$ cat src/design/spq_pkg.sv
// ----------------------------------------------------------------------------
// spq_pkg
// Shared types and constants of the sorted priority queue: item layouts,
// operation and status codes, and the controller/datapath interface.
// ----------------------------------------------------------------------------
`default_nettype none

package spq_pkg;

    // Field widths of the item layouts
    localparam int MODE_FW = 2;
    localparam int KEY_FW  = 16;
    localparam int PAY_FW  = 16;
    localparam int OCC_FW  = 5;
    localparam int REM_FW  = 5;
    localparam int STS_FW  = 2;

    // Operation codes
    typedef enum logic [MODE_FW-1:0] {
        MODE_INSERT = 2'd0,
        MODE_POP    = 2'd1,
        MODE_PEEK   = 2'd2,
        MODE_REMOVE = 2'd3
    } t_mode;

    // Result status codes
    typedef enum logic [STS_FW-1:0] {
        STS_OK    = 2'd0,
        STS_FULL  = 2'd1,
        STS_EMPTY = 2'd2
    } t_status;

    // Input item
    typedef struct packed {
        t_mode             mode;
        logic [KEY_FW-1:0] entry_key;
        logic [PAY_FW-1:0] entry_payload;
    } t_in_item;

    // Result item
    typedef struct packed {
        logic              head_valid;
        logic [KEY_FW-1:0] head_key;
        logic [PAY_FW-1:0] head_payload;
        logic [OCC_FW-1:0] occupancy;
        logic [REM_FW-1:0] removed_count;
        t_status           status;
    } t_out_item;

    // Controller to datapath commands
    typedef struct packed {
        logic latch;      // capture the accepted item
        logic exec;       // run insert/pop/peek, or start a remove scan
        logic scan_step;  // examine one slot of a remove scan
        logic push;       // load the result register
    } t_dp_cmd;

    // Datapath to controller status
    typedef struct packed {
        logic is_remove;  // captured item is a remove
        logic empty;      // no entries held
        logic scan_last;  // scan cursor sits on slot zero
    } t_dp_stat;

endpackage

`default_nettype wire

$ cat src/design/spq_ctrl.sv
// ----------------------------------------------------------------------------
// spq_ctrl
// Sequencer of the sorted priority queue: handshakes on both channels and
// steps the datapath through execute, remove scan and result hand-off.
// ----------------------------------------------------------------------------
`default_nettype none

module spq_ctrl (
    input  wire logic              i_clk,
    input  wire logic              i_rst_n,
    input  wire logic              i_in_valid,
    output logic                   o_in_stall,
    output logic                   o_out_valid,
    input  wire logic              i_out_stall,
    input  wire spq_pkg::t_dp_stat i_stat,
    output spq_pkg::t_dp_cmd       o_cmd
);

    typedef enum logic [1:0] {
        S_IDLE,
        S_EXEC,
        S_SCAN,
        S_RESP
    } t_state;

    t_state r_state;
    logic   r_out_valid;
    logic   out_free;

    // result register can take a new item this cycle
    assign out_free = !r_out_valid || !i_out_stall;

    // commands decoded from state
    always_comb begin
        o_cmd           = '0;
        o_cmd.latch     = (r_state == S_IDLE) && i_in_valid;
        o_cmd.exec      = (r_state == S_EXEC) && out_free;
        o_cmd.scan_step = (r_state == S_SCAN);
        o_cmd.push      = ((r_state == S_EXEC) && out_free && !i_stat.is_remove) ||
                          ((r_state == S_RESP) && out_free);
    end

    assign o_in_stall  = (r_state != S_IDLE);
    assign o_out_valid = r_out_valid;

    // state and output valid
    always_ff @(posedge i_clk) begin
        if (!i_rst_n) begin
            r_state     <= S_IDLE;
            r_out_valid <= 1'b0;
        end else begin
            unique case (r_state)
                S_IDLE: begin
                    if (i_in_valid) begin
                        r_state <= S_EXEC;
                    end
                end
                S_EXEC: begin
                    if (out_free) begin
                        if (!i_stat.is_remove) begin
                            r_state <= S_IDLE;
                        end else if (i_stat.empty) begin
                            r_state <= S_RESP;
                        end else begin
                            r_state <= S_SCAN;
                        end
                    end
                end
                S_SCAN: begin
                    if (i_stat.scan_last) begin
                        r_state <= S_RESP;
                    end
                end
                S_RESP: begin
                    if (out_free) begin
                        r_state <= S_IDLE;
                    end
                end
                default: begin
                    r_state <= S_IDLE;
                end
            endcase

            if (o_cmd.push) begin
                r_out_valid <= 1'b1;
            end else if (!i_out_stall) begin
                r_out_valid <= 1'b0;
            end
        end
    end

endmodule

`default_nettype wire

$ cat src/design/spq_array.sv
// ----------------------------------------------------------------------------
// spq_array
// Datapath of the sorted priority queue: a row of key/payload slots kept in
// order, with per-slot compare for insert, shift-down for delete, a scan
// cursor for remove, and the result register.
// ----------------------------------------------------------------------------
`default_nettype none

module spq_array #(
    parameter int QUEUE_DEPTH   = 16,
    parameter int KEY_WIDTH     = 16,
    parameter int PAYLOAD_WIDTH = 16
) (
    input  wire logic               i_clk,
    input  wire logic               i_rst_n,
    input  wire logic               i_cfg_we,
    input  wire logic               i_cfg_wdata,
    input  wire spq_pkg::t_in_item  i_in_item,
    input  wire spq_pkg::t_dp_cmd   i_cmd,
    output spq_pkg::t_dp_stat       o_stat,
    output spq_pkg::t_out_item      o_out_item
);

    localparam int IW  = $clog2(QUEUE_DEPTH);
    localparam int CW  = $clog2(QUEUE_DEPTH + 1);
    localparam int KFW = spq_pkg::KEY_FW;
    localparam int PFW = spq_pkg::PAY_FW;
    localparam int OFW = spq_pkg::OCC_FW;
    localparam int RFW = spq_pkg::REM_FW;

    // slot storage and control registers
    logic [KEY_WIDTH-1:0]     r_key [QUEUE_DEPTH];
    logic [PAYLOAD_WIDTH-1:0] r_pay [QUEUE_DEPTH];
    logic [CW-1:0]            r_count;
    logic                     r_desc;
    spq_pkg::t_mode           r_mode;
    logic [KEY_WIDTH-1:0]     r_in_key;
    logic [PAYLOAD_WIDTH-1:0] r_in_pay;
    logic [IW-1:0]            r_cursor;
    logic [CW-1:0]            r_removed;
    spq_pkg::t_out_item       r_out_item;

    logic [QUEUE_DEPTH-1:0]   take;
    logic [QUEUE_DEPTH-1:0]   match;
    logic                     full;
    logic                     empty;
    logic                     hit;
    logic                     do_ins;
    logic                     do_del;
    logic [IW-1:0]            del_from;
    spq_pkg::t_out_item       n_res;

    assign full  = (r_count == CW'(QUEUE_DEPTH));
    assign empty = (r_count == '0);
    assign hit   = match[r_cursor];

    assign do_ins   = i_cmd.exec && (r_mode == spq_pkg::MODE_INSERT) && !full;
    assign do_del   = (i_cmd.exec && (r_mode == spq_pkg::MODE_POP) && !empty) ||
                      (i_cmd.scan_step && hit);
    assign del_from = i_cmd.scan_step ? r_cursor : '0;

    // per-slot insert position and payload match
    always_comb begin
        for (int i = 0; i < QUEUE_DEPTH; i++) begin
            take[i]  = (r_count <= CW'(i)) ||
                       (r_desc ? (r_in_key > r_key[i]) : (r_in_key < r_key[i]));
            match[i] = (r_pay[i] == r_in_pay);
        end
        // the first taking slot wins; every slot behind it shifts as well,
        // even when the held order no longer matches the current direction
        for (int i = 1; i < QUEUE_DEPTH; i++) begin
            take[i] = take[i] | take[i-1];
        end
    end

    // slot row: insert opens a gap at the first taking slot, delete closes one
    for (genvar g = 0; g < QUEUE_DEPTH; g++) begin : g_slot
        localparam int PREV = (g == 0) ? 0 : g - 1;
        localparam int NEXT = (g == QUEUE_DEPTH - 1) ? g : g + 1;
        logic prev_take;

        assign prev_take = (g == 0) ? 1'b0 : take[PREV];

        always_ff @(posedge i_clk) begin
            if (do_ins) begin
                if (prev_take) begin
                    r_key[g] <= r_key[PREV];
                    r_pay[g] <= r_pay[PREV];
                end else if (take[g]) begin
                    r_key[g] <= r_in_key;
                    r_pay[g] <= r_in_pay;
                end
            end else if (do_del && (IW'(g) >= del_from)) begin
                r_key[g] <= r_key[NEXT];
                r_pay[g] <= r_pay[NEXT];
            end
        end
    end

    // occupancy and configuration
    always_ff @(posedge i_clk) begin
        if (!i_rst_n) begin
            r_count <= '0;
            r_desc  <= 1'b0;
        end else begin
            if (do_ins) begin
                r_count <= r_count + CW'(1);
            end else if (do_del) begin
                r_count <= r_count - CW'(1);
            end
            if (i_cfg_we) begin
                r_desc <= i_cfg_wdata;
            end
        end
    end

    // captured item, remove scan cursor and tally
    always_ff @(posedge i_clk) begin
        if (i_cmd.latch) begin
            r_mode   <= i_in_item.mode;
            r_in_key <= KEY_WIDTH'(i_in_item.entry_key);
            r_in_pay <= PAYLOAD_WIDTH'(i_in_item.entry_payload);
        end
        if (i_cmd.exec && (r_mode == spq_pkg::MODE_REMOVE)) begin
            r_removed <= '0;
            r_cursor  <= IW'(r_count - CW'(1));
        end else if (i_cmd.scan_step) begin
            r_cursor <= r_cursor - IW'(1);
            if (hit) begin
                r_removed <= r_removed + CW'(1);
            end
        end
    end

    // result from the state before the operation (remove: after the scan)
    always_comb begin
        n_res           = '0;
        n_res.status    = spq_pkg::STS_OK;
        n_res.occupancy = OFW'(r_count);
        unique case (r_mode)
            spq_pkg::MODE_INSERT: begin
                if (full) begin
                    n_res.status = spq_pkg::STS_FULL;
                end else begin
                    n_res.occupancy = OFW'(r_count + CW'(1));
                end
            end
            spq_pkg::MODE_POP, spq_pkg::MODE_PEEK: begin
                if (empty) begin
                    n_res.status = spq_pkg::STS_EMPTY;
                end else begin
                    n_res.head_valid   = 1'b1;
                    n_res.head_key     = KFW'(r_key[0]);
                    n_res.head_payload = PFW'(r_pay[0]);
                    if (r_mode == spq_pkg::MODE_POP) begin
                        n_res.occupancy = OFW'(r_count - CW'(1));
                    end
                end
            end
            spq_pkg::MODE_REMOVE: begin
                n_res.removed_count = RFW'(r_removed);
            end
            default: begin
                n_res.status = spq_pkg::STS_OK;
            end
        endcase
    end

    // result register
    always_ff @(posedge i_clk) begin
        if (i_cmd.push) begin
            r_out_item <= n_res;
        end
    end

    assign o_out_item       = r_out_item;
    assign o_stat.is_remove = (r_mode == spq_pkg::MODE_REMOVE);
    assign o_stat.empty     = empty;
    assign o_stat.scan_last = (r_cursor == '0);

endmodule

`default_nettype wire

$ cat src/design/sorted_priority_queue_top.sv
// ----------------------------------------------------------------------------
// sorted_priority_queue_top
// Bounded priority queue of key/payload entries held in key order, equal
// keys first-in first-out. Insert, pop head, peek head, remove by payload.
//
//   Port group   Direction  Handshake               Content
//   i_in_*       in         i_in_valid / o_in_stall  t_in_item
//   o_out_*      out        o_out_valid / i_out_stall t_out_item
//   i_cfg_*      in         i_cfg_we                 descending order bit
//
// Insert, pop and peek: accept, then one compare-and-shift step across
// all slots. Remove: accept, then the scan cursor walks the held slots
// from the tail, one slot per cycle.
// A result waits in the output register; the next item is accepted behind
// it, and execution holds until that register is free.
// Reset clears the occupancy, the descending bit and both handshakes.
// ----------------------------------------------------------------------------
`default_nettype none

module sorted_priority_queue_top #(
    parameter int QUEUE_DEPTH   = 16,
    parameter int KEY_WIDTH     = 16,
    parameter int PAYLOAD_WIDTH = 16
) (
    input  wire logic               i_clk,
    input  wire logic               i_rst_n,
    input  wire logic               i_cfg_we,
    input  wire logic               i_cfg_wdata,
    input  wire logic               i_in_valid,
    output logic                    o_in_stall,
    input  wire spq_pkg::t_in_item  i_in_item,
    output logic                    o_out_valid,
    input  wire logic               i_out_stall,
    output spq_pkg::t_out_item      o_out_item
);

    spq_pkg::t_dp_cmd  dp_cmd;
    spq_pkg::t_dp_stat dp_stat;

    // sequencer
    spq_ctrl u_ctrl (
        .i_clk       (i_clk),
        .i_rst_n     (i_rst_n),
        .i_in_valid  (i_in_valid),
        .o_in_stall  (o_in_stall),
        .o_out_valid (o_out_valid),
        .i_out_stall (i_out_stall),
        .i_stat      (dp_stat),
        .o_cmd       (dp_cmd)
    );

    // slot row and result register
    spq_array #(
        .QUEUE_DEPTH   (QUEUE_DEPTH),
        .KEY_WIDTH     (KEY_WIDTH),
        .PAYLOAD_WIDTH (PAYLOAD_WIDTH)
    ) u_array (
        .i_clk       (i_clk),
        .i_rst_n     (i_rst_n),
        .i_cfg_we    (i_cfg_we),
        .i_cfg_wdata (i_cfg_wdata),
        .i_in_item   (i_in_item),
        .i_cmd       (dp_cmd),
        .o_stat      (dp_stat),
        .o_out_item  (o_out_item)
    );

endmodule

`default_nettype wire

$ cat config.mk
export PLATFORM = sky130hd
export DESIGN_NAME = sorted_priority_queue_top
export DESIGN_NICKNAME = d
export VERILOG_FILES = /design/src/design/spq_pkg.sv /design/src/design/spq_ctrl.sv /design/src/design/spq_array.sv /design/src/design/sorted_priority_queue_top.sv
export SDC_FILE = /design/constraint.sdc
export NUM_CORES = 2
export LEC_CHECK = 0
export ABC_AREA = 1
export BUFFER_PORTS_ARGS = -buffer_cell sky130_fd_sc_hd__buf_2
export CAP_MARGIN = 20
export CORE_UTILIZATION = 28
export DETAILED_ROUTE_END_ITERATION = 7
export SYNTH_ARGS = -nofsm -noshare
export SYNTH_HDL_FRONTEND = slang
export SYNTH_HIERARCHICAL = 1
export SYNTH_SLANG_ARGS = --single-unit
$ cat constraint.sdc
create_clock -name i_clk -period 5.9 [get_ports i_clk]
set_input_delay 0.295 -clock i_clk [delete_from_list [all_inputs] [get_ports i_clk]]
set_output_delay 0.295 -clock i_clk [all_outputs]
set_load 0.01 [all_outputs]
# Yosys cells after proc, flatten, opt, wreduce, memory -nomap -nowiden
# Memories as Yosys holds them, arrays and structs flattened.
# Cells that the tools add are included.
op_classes:
  muxes: 240
  div_mod_pow: 0
  n_eq_ne: 28
  magnitude_cmp: 65
  addsub: 4
  reduce_logical: 61
  n_shift: 0
  bitwise: 78
  n_mul: 0
ops:
  columns: ["op", "n"]
  rows:
  - ["16-bit 2-to-1 mux", 62]
  - ["16-bit == test", 16]
  - ["16-bit > comparator", 16]
  - ["16-bit less-than comparator", 16]
  - ["1-bit 2-to-1 mux", 160]
  - ["1-bit OR", 77]
  - ["5-bit by 4-bit <= comparator with 1-bit output, second input constant", 8]
  - ["38-bit 2-to-1 mux", 1]
  - ["4-bit greater-or-equal comparator, first input constant", 8]
  - ["1-bit logical AND", 26]
  - ["5-bit by 3-bit <= comparator with 1-bit output, second input constant", 4]
  - ["5-bit 2-to-1 mux", 4]
  - ["1-bit logical OR", 19]
  - ["3-bit by 4-bit greater-or-equal comparator with 1-bit output, first input constant", 4]
  - ["2-bit 2-to-1 mux", 6]
  - ["4-bit 2-to-1 mux", 3]
  - ["5-bit by 1-bit adder with 5-bit output, second input constant", 2]
  - ["5-bit by 1-bit <= comparator with 1-bit output, second input constant", 2]
  - ["5-bit by 2-bit <= comparator with 1-bit output, second input constant", 2]
  - ["5-bit one-hot mux with 2 select lines", 1]
  - ["2-bit == test, second input constant", 4]
  - ["1-bit by 4-bit greater-or-equal comparator with 1-bit output, first input constant", 2]
  - ["2-bit by 4-bit greater-or-equal comparator with 1-bit output, first input constant", 2]
  - ["2-bit one-hot mux with 4 select lines", 1]
  - ["18 further kinds", 30]
totals:
  latch_bits: 0
  rom_bits: 0
  register_bits: 97
  n_memories: 2
  in_bits: 40
  output_inout_bits: 47
  ramBits: 512
mem_list:
  columns: ["name", "depth", "width", "rd", "rd_ports_with_merged_regs", "write_ports", "line", "rtl"]
  rows:
  - ["u_array.r_key", 16, 16, 16, 0, 16, "spq_array.sv:32", "logic [KEY_WIDTH-1:0] r_key [QUEUE_DEPTH];"]
  - ["u_array.r_pay", 16, 16, 16, 0, 16, "spq_array.sv:33", "logic [PAYLOAD_WIDTH-1:0] r_pay [QUEUE_DEPTH];"]

# Depth between registers and ports, before layout
# An unclocked memory read counts as a cell.
depth:
  ltp_word: 25
  mapped_depth: 27
  ltp_nobuf: 25

# Hierarchy
# The synthesis kept the hierarchy.
modules_own_cells:
  columns: ["mod", "seq_area_each_um2", "area_per_inst_um2", "instances", "cells_each"]
  rows:
  - ["spq_array", 18087.3, 40644.0, 1, 5042]
  - ["spq_ctrl", 60.1, 168.9, 1, 29]

# Least setup slack after synthesis
# OpenSTA, ideal clock, no wires.
synth_timing:
  path_kind: "register -> register"
  from: "reg u_array.r_in_key[0]"
  to: "mem u_array.r_key[12][0] (netlist: u_array/r_key[1][64]), enable pin"
  path_slack_ns: 0.390
  setup_time_ns: 0.466
  path_buffers: 3
  t_arrival_ns: 5.044
  required_time_ns: 5.434
  path_stages_with_launch: 18
  period_less_slack_ns: 5.510
  cell_sequence: "edfxtp_1 inv_1 clkbuf_1 ha_1 inv_1 a21oi_1 o21ai_0 a21oi_1 o21ai_0 o211ai_1 nor2_4 nand4_4 nor2_4 nand3_2 nor2_2 buf_4 buf_4 o21ai_0"
synth_rtl:
  columns: ["item", "line", "rtl"]
  rows:
  - ["from (decl)", "spq_array.sv:37", "logic [KEY_WIDTH-1:0] r_in_key;"]
  - ["from (signal assigned)", "spq_array.sv:121", "r_in_key <= KEY_WIDTH'(i_in_item.entry_key);"]
  - ["to (decl)", "spq_array.sv:32", null]

==> impl_metrics.toml <==
[status]
status = "finished clean"

[worst_setup_path]
worstSetupPathDepth = 20
critPathKind = "reg -> reg"
cp_cell_sequence = "inv_1 > buf_4 > ha_1 > o21bai_1 > nand2_1 > nand2_1 > nand2_1 > nand2_1 > nand2_1 > nand3_1 > nand2_1 > nor2_2 > nand4_2 > nor2_4 > nand4_4 > nor2_4 > nand4_1 > o21ai_0 > nand3_2 > buf_4"
required_ns = 6.27
worstSetupEndpointType = "register"
r2r_cells = 20
crit_top_cell = "nand2_1"
worst-path-buf-inv = 3
worstPathArrival_ns = 5.30
critPathSlowestCell = "edfxtp_1"
crit_family = "simple AND/OR/NAND/NOR gates"
worstPathMaxFanout = 22
max_stage_delay_ns = 0.62
worstSetupStartpointType = "register"

[clock_network]
clkTransAtPathRegs_ns = 0.06
clock_latency_ns = 0.64
cts_inserted_buffers = 74
cts-root-buf = "clkbuf_16"
cts_tree = "yes"
cts_max_level = 3
clock_path_buffers = 3
cts.sinks = 609

[yosys]
netlist-cell-type-count = 56
synth_common_cells = "1320 x nand2_1, 651 x inv_1, 595 x edfxtp_1, 405 x o21ai_0, 292 x nor2_1"
synthesis.nets = 5377
ys_ff_latch = 609
synth_edf_count = 595
synth-main-ff-cell = "edfxtp_1"
yosysTopAreaCellShare = 0.4378
synth_area_leaders = "edfxtp_1 44%, nand2_1 12%, ha_1 8.2%"
synthCells = 5071
synth_top_cell_by_area = "edfxtp_1"
yosysSeqAreaShare = 0.4446
yosysMostFrequentCell = "nand2_1"
synth_warnings = 6
synth_area_um2 = 40810
ys_async_sr_fraction = 0
syn_avg_cell_area_um2 = 8.048

[cells_and_area]
fin_nets = 5369
drive_above_1_share = 0.07002
fin_cells = 7017
fin_util = 0.3183
seq_area_um2 = 18150
fillers = 15100
syn_to_final_growth_pct = 12.45
multi_input_area_um2 = 19020

[min_path]
hold_path_class = "in -> reg"
hold_path_depth = 1

[floorplanning]
pin_count = 87
initial_core_util = 0.2831
die_y_um = 383.8
rows = 139
die_w_um = 383.8
core_um2 = 144200
dieArea_um2 = 147300

[global_routing]
grt_max_degree = 67
grt_pass1_vias = 32750
grt_pass1_wl_um = 192800
track_usage = 0.1644
antenna_found_initial = 8
gr-total-overflow = 0

[timing]
fin_crit_sh = 0.8364
whs_ns = 0.01361
rsz0062_at_grt = "false"
worstMarginPinSlew_ns = 1.078
final_max_slew_viol_count = 0
finalHoldViolCount = 0
finalSetupTns_ns = 0
max_slew_margin = 0.2787
min_period_ns = 4.934
skew_ns = 0.03026
max_freq_ghz = 0.2027
setup_ws_ns = 0.9655
setup_viol = 0

[drt]
ant_nets = 0
avgViaCountPerCell = 5.053
drt-met1-wl_um = 58060
drc = 0
routed_wl_um = 124500
drt-wirelength-per-cell_um = 17.74
met2_length_um = 53820
firstDrtPassIters = 7
vias = 35460
top_layer = "met5"
drtIter0Drc = 3990
routed-wl-met3_um = 9809

[power]
ir_worst_vdd_v = 0.0002176
p_per_area_nw_per_um2 = 306.9
leakage_uw = 0.02045

[job]
cap_violations = 0

[placed_design]
place_inst = 6852
dp_slack_ns = 0.9912
place_congestion = 0.8957
port_buffers = 86
dp_hpwl_um = 91920
==> area by class of cell <==
cell class,instances,area share
inverters,668,0.05463
flip-flops and latches,609,0.3954
clock inverters,22,0.003244
diodes,1,0.00005453
repair buffers,222,0.03561
clock buffers,104,0.04463
well taps,1903,0.05188
multi-input cells,3488,0.4145
==> routing by layer <==
| metal | global-route usage | vias to the layer above |
|---|---|---|
| met2 | 0.2527 | 1479 |
| met5 | 0 | - |
| met1 | 0.2402 | 16590 |
| met3 | 0.02230 | 196 |
| li1 | - | 17190 |
| met4 | 0.04228 | 6 |
==> cell usage in the layout, fill, tap and decap left out, types with 5 or more instances in the layout <==
master,count
buf_16,5
o21ai_1,154
o21ai_0,396
inv_1,649
clkbuf_16,77
edfxtp_1,595
inv_2,17
nor4_1,26
or2_2,11
clkinv_1,17
dlygate4sd3_1,33
buf_2,86
xor2_1,79
a211oi_1,7
a21oi_1,217
buf_4,98
nor2_2,6
nand4_1,139
nor3_1,30
o211ai_1,153
xnor2_1,22
a31oi_1,11
nand2_1,1313
dfxtp_1,14
o22ai_1,26
nand3_1,228
ha_1,266
o21ai_4,9
a221oi_1,19
nor2_1,290
o21a_1,8
nand3_2,15
nand2_2,10
clkbuf_1,25
==> timing repair <==
item,4_1_cts,5_1_grt
endpoints found under the hold margin,36,0
hold buffers,33,0
setup buffers,0,0
resized for setup,0,0
==> final timing paths <==
| kind | startpoint | endpoint | slack [ns] |
|---|---|---|---|
| max | u_array/r_in_key[0] | u_array/r_pay[1][122] | 0.97 |
| min | i_in_item[27] | u_array/r_in_key[11] | 0.01 |
| max reg2reg | u_array/r_in_key[0] | u_array/r_pay[1][122] | 0.97 |
| min reg2reg | u_array/r_removed[2] | u_array/r_removed[2] | 0.52 |
==> through the flow <==
stage | total power [uW] | cell area [um2]
floorplan | 8529 | 40810
global placement | 9653 | 43230
detailed placement | 9749 | 43230
CTS | 14120 | 45750
global route | 14870 | 45890
finish | 14080 | 45890
==> sequential cells by signal, summed over array words and instances, names as in the netlist, named ones only <==
register            count
u_array/r_pay         256
u_array/r_in_key       16
u_array/r_in_pay       16
u_ctrl/r_state          1
u_array/r_mode          2
u_array/r_cursor        4
u_array/r_key         256
u_array/r_desc          1
u_array/o_out_item     45
u_ctrl/o_out_valid      1
u_array/r_count         5
u_array/r_removed       5
==> logic make-up (layout without fill, tap and decap cells) <==
kind of cell               Yosys count  in the layout  synth area share
xor gates and xnor gates           101            101           0.02167
AOI/OAI and AO/OA                 1034           1034            0.1427
other                                0              1                 0
buffers and inverters              974           1016           0.09461
adders and majority gates          266            266           0.08155
DFF                                609            609            0.4446
and+or+nand+nor                   2087           2087            0.2148
==> worst reg2reg max path, cell delays in order, from the launching register on <==
cell and delay, ns:
edfxtp_1 0.62, inv_1 0.27, buf_4 0.29, ha_1 0.23
o21bai_1 0.13, nand2_1 0.06, nand2_1 0.06, nand2_1 0.04
nand2_1 0.05, nand2_1 0.06, nand3_1 0.08, nand2_1 0.07
nor2_2 0.21, nand4_2 0.20, nor2_4 0.27, nand4_4 0.17
nor2_4 0.25, nand4_1 0.21, o21ai_0 0.42, nand3_2 0.60
buf_4 0.41
==> power breakdown <==
group / internal, uW / switching (uW)
Combinational: 1210 / 2600
Clock: 2490 / 1830
Sequential: 5580 / 370
Power figures use the tool's default switching activity.
